## config.mk

```make
export PLATFORM = sky130hd
export DESIGN_NAME = kcgt_ram
export DESIGN_NICKNAME = d
export VERILOG_FILES = /design/src/rtl/core/kcgt_ram.sv
export SDC_FILE = /design/constraint.sdc
export NUM_CORES = 1
export LEC_CHECK = 0
export ABC_AREA = 1
export BUFFER_PORTS_ARGS = -buffer_cell sky130_fd_sc_hd__buf_4
export CORE_UTILIZATION = 51
export CTS_BUF_LIST = sky130_fd_sc_hd__clkbuf_8
export DETAILED_ROUTE_END_ITERATION = 16
export GPL_TIMING_DRIVEN = 1
export PLACE_DENSITY_LB_ADDON = 0.08
export SLEW_MARGIN = 5
export SYNTH_ARGS = -nofsm -noshare
export SYNTH_HDL_FRONTEND = slang
export SYNTH_SLANG_ARGS = --single-unit
```

## constraint.sdc

```tcl
create_clock -name clk -period 1.85 [get_ports clk]
set_input_delay 0.2775 -clock clk [delete_from_list [all_inputs] [get_ports clk]]
set_output_delay 0.2775 -clock clk [all_outputs]
set_load 0.02 [all_outputs]
```

## src/rtl/core/kcgt_ram.sv

```systemverilog
// Generic simple dual-port RAM: one write port, one registered read port.
`default_nettype none

module kcgt_ram #(
  parameter int WIDTH = 8,
  parameter int DEPTH = 16
) (
  input  wire logic                     clk,
  input  wire logic                     we,
  input  wire logic [$clog2(DEPTH)-1:0] waddr,
  input  wire logic [WIDTH-1:0]         wdata,
  input  wire logic [$clog2(DEPTH)-1:0] raddr,
  output logic      [WIDTH-1:0]         rdata
);

  logic [WIDTH-1:0] mem [DEPTH];
  logic [WIDTH-1:0] rdata_r;

  always_ff @(posedge clk) begin
    if (we) begin
      mem[waddr] <= wdata;
    end
    rdata_r <= mem[raddr];
  end

  assign rdata = rdata_r;

endmodule

`default_nettype wire

```

After elaboration in Yosys (flattened, before gate mapping) --
Memories as Yosys holds them, arrays and structs flattened. A register that Yosys moved wholly into a read port is not among the register bits. Cells that the tools add are included. Widths: inputs -> output; s select.
Cells by class: muxes and demuxes 2
Operators with widths (number):
- $mux 1 | 2
Storage, ports and cells: register bits after elaboration 0, RAM bits 128, input port bits 18, output and inout port bits 8, word-level logic and storage cells 3, memories 1
Memory list:
- mem | depth 16, bits a word 8, read ports 1, clocked after memory_dff 1, wr ports 1, line 16 | logic [WIDTH-1:0] mem [DEPTH];

Longest topological paths before layout --
word-level depth 2, gate-level depth with buffers 8, mapped depth without buffers 7

Worst setup path before layout --
OpenSTA, ideal clock, no wires.
path kind input to register, start point in waddr[2], end point mem mem[10][0] (enable), setup time 0.370 ns, data arrival time 0.858 ns, required time 1.480 ns, setup slack 0.622 ns, stages on the path 2, buffers on the path 0, path through nand3b_1 nor2_1
RTL lines:
- start, declared | line 10 | input wire logic [$clog2(DEPTH)-1:0] waddr,
- end, declared | line 16
No word-level cell before the write port.

Worst setup path after layout --
start point reg rdata_r[0] (netlist: rdata[0]) (read register of mem), end point out rdata[0]
RTL lines:
- start, declared | line 17 | logic [WIDTH-1:0] rdata_r;
- end, declared | line 13 | output logic [WIDTH-1:0] rdata
No word-level cell between the ends.

==> results.yml <==
status:
  status: "complete, no violations"
yosys:
  syn_inst: 551
  synth_top_area_frac: 0.667
  synth-simple-area-share: 0.210
  synthTopCellsByArea: "edfxtp_1 67%, nand2_1 11%, nand3_1 8.4%, inv_1 6.5%, dfxtp_1 2.8%"
  ys_ff_latch: 136
  synth_top_cell_by_area: "edfxtp_1"
  synth_xor_area_frac: 0
  syn_nets: 569
  synthAdderAreaFrac: 0
  netlist-cell-type-count: 12
  syn_area_per_cell_um2: 10.5
  synth_compound_area_frac: 0
  yosysWarnings: 0
  synth_top_family_by_area: "simple AND/OR/NAND/NOR gates"
  netlist_area_mm2: 0.00577
  synth_mux_area_frac: 0
  seq_area_frac_synth: 0.694
cts:
  cts_resized: 0
  cts_buffer_depth: 2
  cts-buffers-inserted: 17
  post-cts-setup-buffers: 0
  cts_tree: "done"
  clk_latency_ns: 0.43
  cts.sinks: 136
  cts_root_buffer: "clkbuf_8"
  clk_pin_slew_ns: 0.08
  hold_buffers: 0
  htreeDepth: 4
sta:
  period_needed_ns: 1.20
  slew_headroom: 0.570
  setup_viol: 0
  skew_ns: 0.00752
  tightest_slew_ns: 0.645
  rsz0062_at_grt: "no"
  setup-tns-final_ns: 0
  fin_crit_sh: 0.649
  fmax_mhz: 833
  slew_viol_final: 0
  hold_violations: 0
route:
  drtIter0Drc: 316
  finalWirelength_um: 12900
  route.detailed.drc: 0
  detail-route-antenna-nets: 0
  dr_total_vias: 3807
  post_drt_wl_per_cell_um: 17.4
  vias_per_cell: 5.13
  drtPass1Iterations: 4
setup_path:
  critical-path-slowest-cell: "dfxtp_1"
  reg2reg_slack_ns: 0.79
  critical_path_class: "reg2out"
  cpPeakStageDelay_ns: 0.35
  cp.arrival_ns: 0.92
  crit_buf_inv: 1
  regToRegStartpoint: "mem[1][5]"
  crit_family: "flip-flops"
  crit_chain: "buf_4"
  start_kind: "register"
  reg2reg_depth: 6
  crit_path_end: "rdata[0]"
  cp-startpoint: "rdata[0]"
  cp_max_fo: 1
  end_kind: "output port"
  cp.required_ns: 1.57
  rr_endpoint: "rdata[5]"
  path_depth: 1
placed_design:
  port_buffers: 25
  dp_hpwl_um: 7980
  gp_congestion: 0.829
power_and_ir_drop:
  power-per-cell-area_mw_per_mm2: 1010
  total_power_uw: 6620
  leakagePower_uw: 0.00286
  ir_worst_vdd_v: 0.000487
flow_run:
  drv_cap: 0
die:
  die_y_um: 108
  core_area_mm2: 0.0109
  io_pins: 26
  start_util: 0.527
  die_x_um: 108
  die_area_mm2: 0.0117
  rows: 38
worst_hold_path:
  min_from: "raddr[3]"
  hp-class: "in2reg"
finish:
  drive_above_1_share: 0.121
  synthToLayoutAreaGrowth_pct: 13.9
  fin_nets: 607
  n_antenna_cell: 0
grt:
  antenna_found_initial: 0
  grt_pass1_vias: 3678
  grtUsageTotal: 0.245
  grt_start_max_net_pins: 65
  grt_pass1_wl_um: 20200
  overflow: 0
## logic make-up after synthesis
logic type | count (synthesis)
buffers and inverters | 126
DFF | 136
and+or+nand+nor | 289
## synth_stat cells
master      n
buf_1       1
buf_2      13
buf_4       4
buf_6       6
dfxtp_1     8
edfxtp_1  128
inv_1     100
inv_2       2
nand2_1   173
nand3_1    97
nand3b_1    2
nor2_1     17
## cells in the final DEF, fill, tap and decap left out, drive strengths merged
cell and n:
buf 43, clkinv 5, clkinvlp 3, dfxtp 8, nor2 17, edfxtp 128, nand3b 2, nand2 173
clkbuf 17, inv 104, bufinv 5, nand3 97
## worst register-to-register path: cells and delay by family, from the launching register on
kind | cells | cell delay [ns]
simple gates | 5 | 0.51
buf+inv | 1 | 0.08
flops | 1 | 0.38
## worst min-delay path by stage
stage	depth (start not counted)	to
after CTS	3	rdata[6]
after detailed placement	3	rdata[6]
after global placement	3	rdata[5]
after floorplan	0	mem[0][0]
after global routing	3	rdata[4]
final	3	rdata[6]
## through the flow
| stage | hold slack (ns) | utilization | worst slack [ns] | area (um2) | std cells |
|---|---|---|---|---|---|
| after floorplan | 0.376 | - | 0.622 | 5770 | 551 |
| after global placement | 0.598 | 0.560 | 0.395 | 6120 | 710 |
| after detailed placement | 0.614 | 0.560 | 0.369 | 6120 | 710 |
| after CTS | 0.146 | 0.601 | 0.617 | 6570 | 742 |
| after global routing | 0.155 | 0.601 | 0.599 | 6570 | 742 |
| final | 0.170 | 0.601 | 0.650 | 6570 | 742 |
## power by group
| part | switching [uW] | internal [uW] | leakage (uW) |
|---|---|---|---|
| logic | 316 | 144 | 0.00142 |
| clock network | 1120 | 1590 | 0.000219 |
| registers | 21.5 | 3440 | 0.00122 |
| total | 1450 | 5170 | 0.00286 |
## layer usage
| metal | vias up | track usage | routed length [um] |
|---|---|---|---|
| li1 | 1848 | - | - |
| met1 | 1832 | 0.318 | 5740 |
| met2 | 114 | 0.402 | 6350 |
| met3 | 13 | 0.0633 | 636 |
| met4 | 0 | 0.0792 | 170 |
| met5 | - | 0 | 0 |
## flip-flops by register name (all words and copies together), names as in the netlist
signal  count
mem       128
rdata       8
## area by class of cell
class | instances | area (um2)
repair buffers | 43 | 348
flip-flops and latches | 136 | 4000
fillers | 931 | 4370
well taps | 140 | 175
clock buffers | 17 | 234
inverters | 102 | 383
multi-input cells | 289 | 1210
clock inverters | 15 | 210
Note: power is estimated with default switching activity, not from simulation.
